### src/hw/rtl/elx_pkg.sv
// Shared types, constants and character-class helpers for the expression lexer.
package elx_pkg;

    // Input length limit and the width of the position counter that reaches it.
    localparam int MAX_CHARS = 65536;
    localparam int POS_W     = $clog2(MAX_CHARS) + 1;
    localparam int START_W   = 16;
    localparam int LEN_W     = 17;

    // Depth of the token queue between the front and the back.
    localparam int QDEPTH = 4;
    localparam int QPTR_W = $clog2(QDEPTH);
    localparam int QCNT_W = $clog2(QDEPTH + 1);

    // Token kinds.
    localparam logic [3:0] KIND_NUM   = 4'd0;
    localparam logic [3:0] KIND_MUL   = 4'd1;
    localparam logic [3:0] KIND_DIV   = 4'd2;
    localparam logic [3:0] KIND_ADD   = 4'd3;
    localparam logic [3:0] KIND_SUB   = 4'd4;
    localparam logic [3:0] KIND_NEG   = 4'd5;
    localparam logic [3:0] KIND_AND   = 4'd6;
    localparam logic [3:0] KIND_OR    = 4'd7;
    localparam logic [3:0] KIND_SHR   = 4'd8;
    localparam logic [3:0] KIND_SHL   = 4'd9;
    localparam logic [3:0] KIND_OPEN  = 4'd10;
    localparam logic [3:0] KIND_CLOSE = 4'd11;
    localparam logic [3:0] KIND_ERR   = 4'd12;

    // Number radix codes.
    localparam logic [1:0] RADIX_DEC = 2'd0;
    localparam logic [1:0] RADIX_HEX = 2'd1;
    localparam logic [1:0] RADIX_BIN = 2'd2;

    // Pending angle bracket codes.
    localparam logic [1:0] ANG_NONE = 2'd0;
    localparam logic [1:0] ANG_LT   = 2'd1;
    localparam logic [1:0] ANG_GT   = 2'd2;

    // Scanner modes.
    typedef enum logic [8:0] {
        MODE_IDLE  = 9'b000000001,
        MODE_ZERO  = 9'b000000010,
        MODE_DINT  = 9'b000000100,
        MODE_DFRAC = 9'b000001000,
        MODE_HPRE  = 9'b000010000,
        MODE_HEX   = 9'b000100000,
        MODE_BPRE  = 9'b001000000,
        MODE_BIN   = 9'b010000000,
        MODE_SKIP  = 9'b100000000
    } mode_t;

    // One token as it leaves the block.
    typedef struct packed {
        logic [3:0]         kind;
        logic [1:0]         radix;
        logic [START_W-1:0] start;
        logic [LEN_W-1:0]   length;
    } token_t;

    // All tokens caused by one character: one or two.
    typedef struct packed {
        logic   two;
        token_t tok0;
        token_t tok1;
    } entry_t;

    function automatic logic is_dig(input logic [7:0] c);
        return (c >= "0") && (c <= "9");
    endfunction

    function automatic logic is_dec(input logic [7:0] c);
        return is_dig(c) || (c == "_") || (c == ",");
    endfunction

    function automatic logic is_hex(input logic [7:0] c);
        return is_dec(c) || ((c >= "a") && (c <= "f")) || ((c >= "A") && (c <= "F"));
    endfunction

    function automatic logic is_bin(input logic [7:0] c);
        return (c == "0") || (c == "1") || (c == "_") || (c == ",");
    endfunction

    function automatic logic is_ws(input logic [7:0] c);
        return (c == " ") || ((c >= 8'd9) && (c <= 8'd13));
    endfunction

    // Token start offset, saturated to the field width.
    function automatic logic [START_W-1:0] sat_start(input logic [POS_W-1:0] p);
        logic [START_W-1:0] r;
        if (p > POS_W'({START_W{1'b1}})) begin
            r = {START_W{1'b1}};
        end else begin
            r = p[START_W-1:0];
        end
        return r;
    endfunction

    function automatic token_t mk_tok(input logic [3:0] kind, input logic [1:0] radix,
                                      input logic [START_W-1:0] start,
                                      input logic [LEN_W-1:0] length);
        token_t t;
        t.kind   = kind;
        t.radix  = radix;
        t.start  = start;
        t.length = length;
        return t;
    endfunction

    // Token that closes an open number; an empty prefix closes as an error.
    function automatic token_t close_tok(input mode_t mode, input logic [START_W-1:0] st,
                                         input logic [1:0] rad, input logic [POS_W-1:0] stop);
        logic             pre;
        logic [LEN_W-1:0] len;
        pre = (mode == MODE_HPRE) || (mode == MODE_BPRE);
        len = LEN_W'(stop - POS_W'(st));
        return pre ? mk_tok(KIND_ERR, RADIX_DEC, st, len) : mk_tok(KIND_NUM, rad, st, len);
    endfunction

endpackage

### src/hw/rtl/expression_lexer.sv
// Top level of the streaming expression lexer.
//
//   Port group  Dir  Carries                         Marker
//   s_          in   one character request           s_tlast = end of text
//   m_          out  one token request               m_tlast = last token of a character
//
// A character is accepted every cycle while the four-entry token queue has room.
// The scanner state is registered on acceptance; its tokens then pass through the queue
// and the holding register of the back end before m_tvalid rises for the first one.
// A character that yields two tokens sends them one after the other, so the sustained
// input rate is bounded by the token rate of one per cycle while m_tready is high. Reset is
// synchronous; a stalled m_ side fills the queue and then drops s_tready, with no
// request lost.
module expression_lexer (
    input  logic        aclk,
    input  logic        aresetn,
    input  logic        s_tvalid,
    output logic        s_tready,
    input  logic [7:0]  s_tdata,   // [7:0] ch
    input  logic        s_tlast,
    output logic        m_tvalid,
    input  logic        m_tready,
    output logic [39:0] m_tdata,   // [3:0] token_kind, [5:4] number_radix,
                                   // [21:6] token_start, [38:22] token_length, [39] zero
    output logic        m_tlast
);
    import elx_pkg::*;

    logic   in_fire, push, full, pop, q_valid;
    entry_t push_entry, q_entry;
    token_t out_tok;

    assign s_tready = !full;
    assign in_fire  = s_tvalid && s_tready;

    elx_front u_front (
        .aclk        (aclk),
        .aresetn     (aresetn),
        .in_fire     (in_fire),
        .ch          (s_tdata),
        .end_of_text (s_tlast),
        .push        (push),
        .push_entry  (push_entry)
    );

    elx_queue u_queue (
        .aclk       (aclk),
        .aresetn    (aresetn),
        .push       (push),
        .push_entry (push_entry),
        .full       (full),
        .pop        (pop),
        .rd_valid   (q_valid),
        .rd_entry   (q_entry)
    );

    elx_back u_back (
        .aclk      (aclk),
        .aresetn   (aresetn),
        .q_valid   (q_valid),
        .q_entry   (q_entry),
        .q_pop     (pop),
        .out_valid (m_tvalid),
        .out_ready (m_tready),
        .out_tok   (out_tok),
        .out_last  (m_tlast)
    );

    // Pack the token fields, lowest field first.
    assign m_tdata = {1'b0, out_tok.length, out_tok.start, out_tok.radix, out_tok.kind};

endmodule

### src/hw/rtl/elx_front.sv
// Front end: takes one character per cycle while the queue has room, runs the scanner and forms token entries.
module elx_front (
    input  logic            aclk,
    input  logic            aresetn,
    input  logic            in_fire,     // a character request is accepted this cycle
    input  logic [7:0]      ch,
    input  logic            end_of_text,
    output logic            push,
    output elx_pkg::entry_t push_entry
);
    import elx_pkg::*;

    mode_t              mode_reg, mode_next;
    logic [POS_W-1:0]   pos_reg, pos_next;
    logic [START_W-1:0] st_reg, st_next;
    logic [1:0]         rad_reg, rad_next;
    logic [1:0]         ang_reg, ang_next;
    logic               lwo_reg, lwo_next;

    logic [1:0] n;
    token_t     tok0, tok1, t;
    logic       in_num, overflow, ext, do_fresh, pre;
    mode_t      ext_mode;
    logic [1:0] ext_rad;
    logic [3:0] kind;
    logic       single;

    // Whether the open number can take this character, and the mode it moves to.
    always_comb begin
        ext      = 1'b0;
        ext_mode = mode_reg;
        ext_rad  = rad_reg;
        case (mode_reg)
            MODE_ZERO: begin
                if ((ch == "x") || (ch == "X")) begin
                    ext = 1'b1; ext_mode = MODE_HPRE; ext_rad = RADIX_HEX;
                end else if ((ch == "b") || (ch == "B")) begin
                    ext = 1'b1; ext_mode = MODE_BPRE; ext_rad = RADIX_BIN;
                end else if (is_dec(ch)) begin
                    ext = 1'b1; ext_mode = MODE_DINT;
                end else if (ch == ".") begin
                    ext = 1'b1; ext_mode = MODE_DFRAC;
                end
            end
            MODE_DINT: begin
                if (is_dec(ch)) begin
                    ext = 1'b1;
                end else if (ch == ".") begin
                    ext = 1'b1; ext_mode = MODE_DFRAC;
                end
            end
            MODE_DFRAC: begin
                ext = is_dec(ch);
            end
            MODE_HPRE, MODE_HEX: begin
                if (is_hex(ch)) begin
                    ext = 1'b1; ext_mode = MODE_HEX;
                end
            end
            MODE_BPRE, MODE_BIN: begin
                if (is_bin(ch)) begin
                    ext = 1'b1; ext_mode = MODE_BIN;
                end
            end
            default: begin
                ext = 1'b0;
            end
        endcase
    end

    // Scanner step for one character, emitting at most two tokens.
    always_comb begin
        mode_next = mode_reg;
        pos_next  = pos_reg;
        st_next   = st_reg;
        rad_next  = rad_reg;
        ang_next  = ang_reg;
        lwo_next  = lwo_reg;
        n         = 2'd0;
        tok0      = '0;
        tok1      = '0;
        t         = '0;
        do_fresh  = 1'b0;
        kind      = KIND_ERR;
        single    = 1'b0;
        pre       = 1'b0;
        in_num    = (mode_reg != MODE_IDLE) && (mode_reg != MODE_SKIP);
        overflow  = pos_reg >= POS_W'(MAX_CHARS);

        if (mode_reg == MODE_SKIP) begin
            // Everything up to the end of the text is ignored.
        end else if (overflow || (in_num && !ext)) begin
            // Close the open number before this character.
            if (in_num) begin
                t   = close_tok(mode_reg, st_reg, rad_reg, pos_reg);
                pre = (mode_reg == MODE_HPRE) || (mode_reg == MODE_BPRE);
                mode_next = pre ? MODE_SKIP : MODE_IDLE;
                if (!pre) begin
                    lwo_next = 1'b1;
                end
                rad_next = RADIX_DEC;
                tok0 = t;
                n    = 2'd1;
            end
            if (overflow) begin
                ang_next  = ANG_NONE;
                t         = mk_tok(KIND_ERR, RADIX_DEC, sat_start(pos_reg), LEN_W'(1));
                mode_next = MODE_SKIP;
                if (n == 2'd0) begin
                    tok0 = t;
                end else begin
                    tok1 = t;
                end
                n = n + 2'd1;
            end else if (mode_next == MODE_IDLE) begin
                do_fresh = 1'b1;
            end
        end else if (in_num) begin
            mode_next = ext_mode;
            rad_next  = ext_rad;
        end else if (ang_reg != ANG_NONE) begin
            // A pending angle either doubles into a shift or is dropped.
            ang_next = ANG_NONE;
            if (((ang_reg == ANG_LT) && (ch == "<")) || ((ang_reg == ANG_GT) && (ch == ">"))) begin
                lwo_next = 1'b0;
                tok0 = mk_tok((ang_reg == ANG_LT) ? KIND_SHL : KIND_SHR, RADIX_DEC, st_reg,
                              LEN_W'(2));
                n    = 2'd1;
            end else begin
                do_fresh = 1'b1;
            end
        end else begin
            do_fresh = 1'b1;
        end

        // Lex a character from the idle mode.
        if (do_fresh && !is_ws(ch)) begin
            single = 1'b1;
            case (ch)
                "*": kind = KIND_MUL;
                "/": kind = KIND_DIV;
                "+": kind = KIND_ADD;
                "&": kind = KIND_AND;
                "|": kind = KIND_OR;
                "(": kind = KIND_OPEN;
                ")": kind = KIND_CLOSE;
                "-": kind = lwo_next ? KIND_SUB : KIND_NEG;
                "<": begin
                    single   = 1'b0;
                    ang_next = ANG_LT;
                    st_next  = pos_reg[START_W-1:0];
                end
                ">": begin
                    single   = 1'b0;
                    ang_next = ANG_GT;
                    st_next  = pos_reg[START_W-1:0];
                end
                default: begin
                    if (is_dig(ch)) begin
                        single    = 1'b0;
                        st_next   = pos_reg[START_W-1:0];
                        rad_next  = RADIX_DEC;
                        mode_next = (ch == "0") ? MODE_ZERO : MODE_DINT;
                    end else begin
                        kind      = KIND_ERR;
                        mode_next = MODE_SKIP;
                    end
                end
            endcase
            if (single) begin
                if (kind != KIND_ERR) begin
                    lwo_next = (kind == KIND_CLOSE);
                end
                t = mk_tok(kind, RADIX_DEC, sat_start(pos_reg), LEN_W'(1));
                if (n == 2'd0) begin
                    tok0 = t;
                end else begin
                    tok1 = t;
                end
                n = n + 2'd1;
            end
        end

        if (!overflow) begin
            pos_next = pos_reg + POS_W'(1);
        end

        // End of text closes an open number and restores the reset state.
        if (end_of_text) begin
            if ((mode_next != MODE_IDLE) && (mode_next != MODE_SKIP)) begin
                t = close_tok(mode_next, st_next, rad_next, pos_next);
                if (n == 2'd0) begin
                    tok0 = t;
                end else begin
                    tok1 = t;
                end
                n = n + 2'd1;
            end
            mode_next = MODE_IDLE;
            pos_next  = '0;
            st_next   = '0;
            rad_next  = RADIX_DEC;
            ang_next  = ANG_NONE;
            lwo_next  = 1'b0;
        end
    end

    assign push            = in_fire && (n != 2'd0);
    assign push_entry.two  = n[1];
    assign push_entry.tok0 = tok0;
    assign push_entry.tok1 = tok1;

    // Scanner state.
    always_ff @(posedge aclk) begin
        if (!aresetn) begin
            mode_reg <= MODE_IDLE;
            pos_reg  <= '0;
            st_reg   <= '0;
            rad_reg  <= RADIX_DEC;
            ang_reg  <= ANG_NONE;
            lwo_reg  <= 1'b0;
        end else if (in_fire) begin
            mode_reg <= mode_next;
            pos_reg  <= pos_next;
            st_reg   <= st_next;
            rad_reg  <= rad_next;
            ang_reg  <= ang_next;
            lwo_reg  <= lwo_next;
        end
    end

endmodule

### src/hw/rtl/elx_queue.sv
// Short queue of token entries between the front end and the back end.
module elx_queue (
    input  logic            aclk,
    input  logic            aresetn,
    input  logic            push,
    input  elx_pkg::entry_t push_entry,
    output logic            full,
    input  logic            pop,
    output logic            rd_valid,
    output elx_pkg::entry_t rd_entry
);
    import elx_pkg::*;

    entry_t             slot_reg [QDEPTH];
    logic [QPTR_W-1:0]  wr_ptr_reg, rd_ptr_reg;
    logic [QCNT_W-1:0]  cnt_reg, cnt_next;

    assign full     = (cnt_reg == QCNT_W'(QDEPTH));
    assign rd_valid = (cnt_reg != '0);
    assign rd_entry = slot_reg[rd_ptr_reg];

    // Occupancy follows pushes and pops.
    always_comb begin
        cnt_next = cnt_reg;
        if (push && !pop) begin
            cnt_next = cnt_reg + QCNT_W'(1);
        end else if (pop && !push) begin
            cnt_next = cnt_reg - QCNT_W'(1);
        end
    end

    // Pointers and count.
    always_ff @(posedge aclk) begin
        if (!aresetn) begin
            wr_ptr_reg <= '0;
            rd_ptr_reg <= '0;
            cnt_reg    <= '0;
        end else begin
            if (push) begin
                wr_ptr_reg <= wr_ptr_reg + QPTR_W'(1);
            end
            if (pop) begin
                rd_ptr_reg <= rd_ptr_reg + QPTR_W'(1);
            end
            cnt_reg <= cnt_next;
        end
    end

    // Entry storage.
    always_ff @(posedge aclk) begin
        if (push) begin
            slot_reg[wr_ptr_reg] <= push_entry;
        end
    end

endmodule

### src/hw/rtl/elx_back.sv
// Back end: holds one entry and sends its tokens one per cycle while out_ready is high.
module elx_back (
    input  logic                  aclk,
    input  logic                  aresetn,
    input  logic                  q_valid,
    input  elx_pkg::entry_t       q_entry,
    output logic                  q_pop,
    output logic                  out_valid,
    input  logic                  out_ready,
    output elx_pkg::token_t       out_tok,
    output logic                  out_last
);
    import elx_pkg::*;

    entry_t hold_reg;
    logic   hold_valid_reg, hold_valid_next;
    logic   idx_reg, idx_next;
    logic   load;

    assign out_valid = hold_valid_reg;
    assign out_tok   = idx_reg ? hold_reg.tok1 : hold_reg.tok0;
    assign out_last  = (idx_reg == hold_reg.two);

    // Take the next entry when the holder is empty or its last token leaves.
    always_comb begin
        load            = q_valid && (!hold_valid_reg || (out_ready && out_last));
        hold_valid_next = hold_valid_reg;
        idx_next        = idx_reg;
        if (load) begin
            hold_valid_next = 1'b1;
            idx_next        = 1'b0;
        end else if (hold_valid_reg && out_ready) begin
            if (out_last) begin
                hold_valid_next = 1'b0;
            end else begin
                idx_next = 1'b1;
            end
        end
    end

    assign q_pop = load;

    always_ff @(posedge aclk) begin
        if (!aresetn) begin
            hold_valid_reg <= 1'b0;
            idx_reg        <= 1'b0;
        end else begin
            hold_valid_reg <= hold_valid_next;
            idx_reg        <= idx_next;
        end
    end

    always_ff @(posedge aclk) begin
        if (load) begin
            hold_reg <= q_entry;
        end
    end

endmodule

### config.mk
export PLATFORM = sky130hd
export DESIGN_NAME = expression_lexer
export DESIGN_NICKNAME = d
export VERILOG_FILES = /design/src/hw/rtl/elx_pkg.sv /design/src/hw/rtl/expression_lexer.sv /design/src/hw/rtl/elx_front.sv /design/src/hw/rtl/elx_queue.sv /design/src/hw/rtl/elx_back.sv
export SDC_FILE = /design/constraint.sdc
export NUM_CORES = 1
export LEC_CHECK = 0
export ABC_AREA = 1
export BUFFER_PORTS_ARGS = -buffer_cell sky130_fd_sc_hd__clkbuf_2
export CAP_MARGIN = 20
export CORE_MARGIN = 3
export CORE_UTILIZATION = 40
export DETAILED_ROUTE_END_ITERATION = 10
export GPL_ROUTABILITY_DRIVEN = 0
export GPL_TIMING_DRIVEN = 0
export MAX_ROUTING_LAYER = met4
export PLACE_DENSITY_LB_ADDON = 0.15
export REMOVE_ABC_BUFFERS = 1
export SETUP_SLACK_MARGIN = 0.1
export SLEW_MARGIN = 20
export SYNTH_ARGS = -nofsm -noshare
export SYNTH_HDL_FRONTEND = slang
export SYNTH_SLANG_ARGS = --single-unit
### constraint.sdc
create_clock -name aclk -period 19.1 [get_ports aclk]
set_clock_uncertainty 0.2 [all_clocks]
set_input_delay 0.955 -clock aclk [delete_from_list [all_inputs] [get_ports aclk]]
set_output_delay 0.955 -clock aclk [all_outputs]
set_load 0.02 [all_outputs]
==> flow_results.xml <==
<?xml version="1.0" encoding="UTF-8"?>
<metrics>
  <group name="outcome">
    <metric name="run_status" unit="">completed</metric>
  </group>
  <group name="place">
    <metric name="port-buffer-count" unit="">54</metric>
    <metric name="numPlacedInstances" unit="">2926</metric>
    <metric name="post-dp-hpwl" unit="um">38800</metric>
  </group>
  <group name="synthesis">
    <metric name="netlist_area" unit="mm^2">0.0219</metric>
    <metric name="synth_adder_area_share" unit="%">2.68</metric>
    <metric name="syn_area_per_cell" unit="um^2">9.71</metric>
    <metric name="netlist-cell-type-count" unit="">60</metric>
    <metric name="synth_compound_gate_area_share" unit="%">14.4</metric>
    <metric name="synth_flop_cell" unit="">sky130_fd_sc_hd__edfxtp_1</metric>
    <metric name="synth_mux_area_share" unit="%">0</metric>
    <metric name="synth.yosys.seq_area_share" unit="%">59.3</metric>
    <metric name="synth_async_sr_flop_share" unit="%">0</metric>
    <metric name="synth-edff-count" unit="">395</metric>
    <metric name="synthCells" unit="">2255</metric>
    <metric name="synth-xor-area-share" unit="%">1.24</metric>
    <metric name="synth.ff_latch_count" unit="">451</metric>
    <metric name="synth_top_family_by_area" unit="">simple AND/OR/NAND/NOR gates</metric>
    <metric name="ys.warnings.count" unit="">0</metric>
    <metric name="synthSimpleGateAreaFrac" unit="%">17.3</metric>
  </group>
  <group name="power_and_ir_drop">
    <metric name="p_leak" unit="nW">9.33</metric>
    <metric name="vdd_drop_max" unit="mV">0.0653</metric>
    <metric name="power_frac_seq" unit="%">41.1</metric>
    <metric name="cell_internal_power" unit="mW">2.31</metric>
    <metric name="pwr-share-comb" unit="%">32.8</metric>
    <metric name="power_switching" unit="mW">1.28</metric>
    <metric name="power-per-cell-area" unit="mW/mm^2">144</metric>
    <metric name="power.clock.fraction" unit="%">26.1</metric>
    <metric name="power.switching_fraction" unit="%">35.7</metric>
  </group>
  <group name="floorplan">
    <metric name="num_io_pins" unit="">56</metric>
    <metric name="total_core_area" unit="mm^2">0.0540</metric>
    <metric name="die_h" unit="um">240</metric>
    <metric name="fp.dieArea" unit="mm^2">0.0576</metric>
    <metric name="rows" unit="">85</metric>
    <metric name="initial_utilization" unit="%">40.5</metric>
    <metric name="die_width" unit="um">240</metric>
  </group>
  <group name="clock_tree">
    <metric name="clock_sink_total" unit="">451</metric>
    <metric name="hold_buffers_post_cts" unit="">0</metric>
    <metric name="worst_setup_hold_path_clk_slew" unit="ns">0.06</metric>
    <metric name="deepest_level_of_the_cts_h_tree" unit="">2</metric>
    <metric name="cts_made_buffers" unit="">49</metric>
    <metric name="cts.repair.resized" unit="">0</metric>
    <metric name="clockRootBuffer" unit="">sky130_fd_sc_hd__clkbuf_16</metric>
    <metric name="clock_tree.buffer_depth" unit="">3</metric>
    <metric name="postCtsSetupRepairBufs" unit="">0</metric>
    <metric name="clock_network_latency_to_the_later_pin_of_the_worst_skew_pair" unit="ns">0.59</metric>
    <metric name="cts_tree" unit="">done</metric>
  </group>
  <group name="job">
    <metric name="max-cap-violations" unit="">0</metric>
  </group>
  <group name="routing">
    <metric name="routed-via-count" unit="">16600</metric>
    <metric name="dr_vias_cell" unit="">5.51</metric>
    <metric name="drt_pre_antenna_iters" unit="">6</metric>
    <metric name="routed.top_layer" unit="">met4</metric>
    <metric name="route.met2.wl" unit="um">28000</metric>
    <metric name="drt_drc_violations_left" unit="">0</metric>
    <metric name="ant_nets" unit="">0</metric>
    <metric name="dr.first_iter.drc_count" unit="">1369</metric>
    <metric name="route.met3.wl" unit="um">3540</metric>
    <metric name="postRouteWirelength" unit="um">59800</metric>
    <metric name="route.layer.met1.wl" unit="um">26400</metric>
    <metric name="avgRoutedWirePerCell" unit="um">19.8</metric>
  </group>
  <group name="sta">
    <metric name="setup_repair_after_global_routing_missed_its_margin" unit="">no</metric>
    <metric name="finalSetupViolations" unit="">0</metric>
    <metric name="post-route-min-period" unit="ns">6.41</metric>
    <metric name="worst-slew-pin-transition" unit="ns">0.927</metric>
    <metric name="share_of_the_cycle_needed_by_the_critical_path_after_routing" unit="%">33.6</metric>
    <metric name="timing_max_transition_violations_final" unit="">0</metric>
    <metric name="hold-worst-slack" unit="ns">0.265</metric>
    <metric name="finalHoldViolations" unit="">0</metric>
    <metric name="max-slew-margin-rel" unit="%">38.0</metric>
    <metric name="totalNegativeSetupSlack" unit="ns">0</metric>
    <metric name="fmaxAchievable" unit="MHz">156</metric>
  </group>
  <group name="worst_setup_path">
    <metric name="worst-path-max-fanout" unit="">22</metric>
    <metric name="crit_type" unit="">reg2reg</metric>
    <metric name="critical_path.reg2reg.startpoint" unit="">u_front.mode_reg[2]</metric>
    <metric name="critPathLaunchType" unit="">flop</metric>
    <metric name="critical_path.reg2reg.endpoint" unit="">u_queue.slot_reg[3][6]</metric>
    <metric name="reg2regPathDepth" unit="">22</metric>
    <metric name="cp.arrival" unit="ns">6.46</metric>
    <metric name="critical_path_capture_point" unit="">u_queue.slot_reg[3][6]</metric>
    <metric name="required" unit="ns">19.15</metric>
    <metric name="critPathCaptureType" unit="">flop</metric>
    <metric name="worstSetupStartpoint" unit="">u_front.mode_reg[2]</metric>
    <metric name="worst-r2r-setup-slack" unit="ns">12.69</metric>
  </group>
  <group name="final_layout">
    <metric name="drive_above_1_share" unit="%">10.9</metric>
    <metric name="layout.cells.non_filler" unit="">3018</metric>
    <metric name="relative_area_change_from_synthesis_to_final_layout" unit="%">13.9</metric>
    <metric name="antenna-diode-count" unit="">0</metric>
    <metric name="layout.filler_cells" unit="">5099</metric>
    <metric name="area.sequential" unit="mm^2">0.0130</metric>
    <metric name="final_core_utilization" unit="%">46.2</metric>
    <metric name="final_net_count" unit="">2339</metric>
    <metric name="largest_register_ffs" unit="">316</metric>
    <metric name="multiInputGateArea" unit="mm^2">0.00787</metric>
  </group>
  <group name="global_route">
    <metric name="globalRouteOverflowTotal" unit="">0</metric>
    <metric name="grt_pass1_vias" unit="">16000</metric>
    <metric name="grt_first_pass_wirelength" unit="um">92700</metric>
    <metric name="pin_count_of_the_biggest_net_entering_global_routing" unit="">100</metric>
    <metric name="grt_util_all_layers" unit="%">21.5</metric>
    <metric name="grt_antenna_before_repair" unit="">0</metric>
  </group>
  <group name="min_path">
    <metric name="min-delay-path-class" unit="">reg2reg</metric>
  </group>
</metrics>
==> synthesized netlist by cell type (27+ instances only) <==
cell type / instances / area share, %
sky130_fd_sc_hd__nand2_1: 430 / 7.4
sky130_fd_sc_hd__o22ai_1: 121 / 3.5
sky130_fd_sc_hd__a21oi_1: 93 / 2.1
sky130_fd_sc_hd__edfxtp_1: 395 / 54
sky130_fd_sc_hd__inv_1: 145 / 2.5
sky130_fd_sc_hd__nand3_1: 79 / 1.8
sky130_fd_sc_hd__dfxtp_1: 56 / 5.1
sky130_fd_sc_hd__nor2_1: 289 / 5.0
sky130_fd_sc_hd__clkbuf_1: 90 / 1.5
sky130_fd_sc_hd__o21ai_1: 27 / 0.62
sky130_fd_sc_hd__ha_1: 42 / 2.4
sky130_fd_sc_hd__o21ai_0: 249 / 5.7
==> cell usage in the layout, fill, tap and decap left out, types with 13 or more instances in the layout <==
cell type	Yosys	routed
sky130_fd_sc_hd__clkbuf_16	0	51
sky130_fd_sc_hd__nand2_1	430	428
sky130_fd_sc_hd__o22ai_1	121	121
sky130_fd_sc_hd__ha_1	42	42
sky130_fd_sc_hd__nor2_1	289	281
sky130_fd_sc_hd__edfxtp_1	395	395
sky130_fd_sc_hd__o21ai_1	27	27
sky130_fd_sc_hd__xor2_1	25	25
sky130_fd_sc_hd__clkinv_1	2	13
sky130_fd_sc_hd__o21ai_0	249	249
sky130_fd_sc_hd__o2111ai_1	15	15
sky130_fd_sc_hd__buf_12	0	15
sky130_fd_sc_hd__a21oi_1	93	92
sky130_fd_sc_hd__nand3_1	79	79
sky130_fd_sc_hd__buf_16	0	13
sky130_fd_sc_hd__nand4_1	21	21
sky130_fd_sc_hd__clkbuf_2	0	54
sky130_fd_sc_hd__inv_1	145	141
sky130_fd_sc_hd__nor3_1	20	20
sky130_fd_sc_hd__dfxtp_1	56	53
sky130_fd_sc_hd__inv_2	26	27
==> cells by family after synthesis <==
family,count (synthesis)
other cells,1
compound gates,553
buf+inv,282
fa+ha+maj,45
xor+xnor,31
flops,451
simple gates,892
==> layer usage <==
| metal | GRT usage (%) | up-vias |
|---|---|---|
| li1 | - | 8025 |
| met1 | 28.8 | 7964 |
| met2 | 33.9 | 518 |
| met3 | 3.27 | 112 |
| met4 | 6.99 | 0 |
| met5 | - | - |
==> how the worst min path moves through the flow <==
stage	start	end	cells past startpoint
after floorplan	u_front.mode_reg[2]	u_front.mode_reg[2]	2
after global placement	u_front.st_reg[2]	u_front.st_reg[2]	2
after detailed placement	u_front.mode_reg[2]	u_front.mode_reg[2]	2
after CTS	u_front.mode_reg[2]	u_front.mode_reg[2]	2
after global routing	u_front.st_reg[15]	u_front.st_reg[15]	2
final	u_front.mode_reg[2]	u_front.mode_reg[2]	2
==> power by group through the flow <==
stage	registers [mW]	logic [mW]	clock network, mW
global placement	1.60	1.03	0
finish	1.47	1.18	0.939
floorplan	1.52	0.691	0
global route	1.49	1.31	1.00
CTS	1.48	1.20	0.960
detailed placement	1.50	1.19	0
==> critical path: stages, from the launching register on <==
cell	delay [ns]
sky130_fd_sc_hd__dfxtp_1	0.31
sky130_fd_sc_hd__inv_1	0.12
sky130_fd_sc_hd__nand2_1	0.13
sky130_fd_sc_hd__nor2_2	0.22
sky130_fd_sc_hd__nand3_2	0.35
sky130_fd_sc_hd__nand2_1	0.79
sky130_fd_sc_hd__inv_2	0.12
sky130_fd_sc_hd__nand4_2	0.17
sky130_fd_sc_hd__nand2_2	0.10
sky130_fd_sc_hd__nand2_4	0.12
sky130_fd_sc_hd__nand3_4	0.28
sky130_fd_sc_hd__inv_2	0.53
sky130_fd_sc_hd__nand2_1	0.10
sky130_fd_sc_hd__nand2_1	0.14
sky130_fd_sc_hd__inv_1	0.07
sky130_fd_sc_hd__ha_1	0.27
sky130_fd_sc_hd__fa_1	0.45
sky130_fd_sc_hd__o31ai_1	0.73
sky130_fd_sc_hd__nand3_1	0.16
sky130_fd_sc_hd__nand3_1	0.15
sky130_fd_sc_hd__nand2_1	0.08
sky130_fd_sc_hd__xor2_1	0.27
sky130_fd_sc_hd__nor2_1	0.17
==> through the flow <==
step | setup slack (ns) | area (um^2) | power (mW)
2_1_floorplan | 11.26 | 21400 | 2.21
3_3_place_gp | 6.56 | 22600 | 2.63
3_5_place_dp | 11.83 | 23300 | 2.69
4_1_cts | 12.42 | 24900 | 3.63
5_1_grt | 12.31 | 24900 | 3.80
6_report | 12.69 | 24900 | 3.59
==> final cells by class <==
type,instances,share of cell area [%]
Clock buffer,64,5.39
Clock inverter,28,0.978
Inverter,173,2.65
Multi-Input combinational cell,1522,31.5
Sequential cell,451,52.1
Tap cell,696,3.49
Timing Repair Buffer,84,3.83
(Power assumes the default switching activity.)
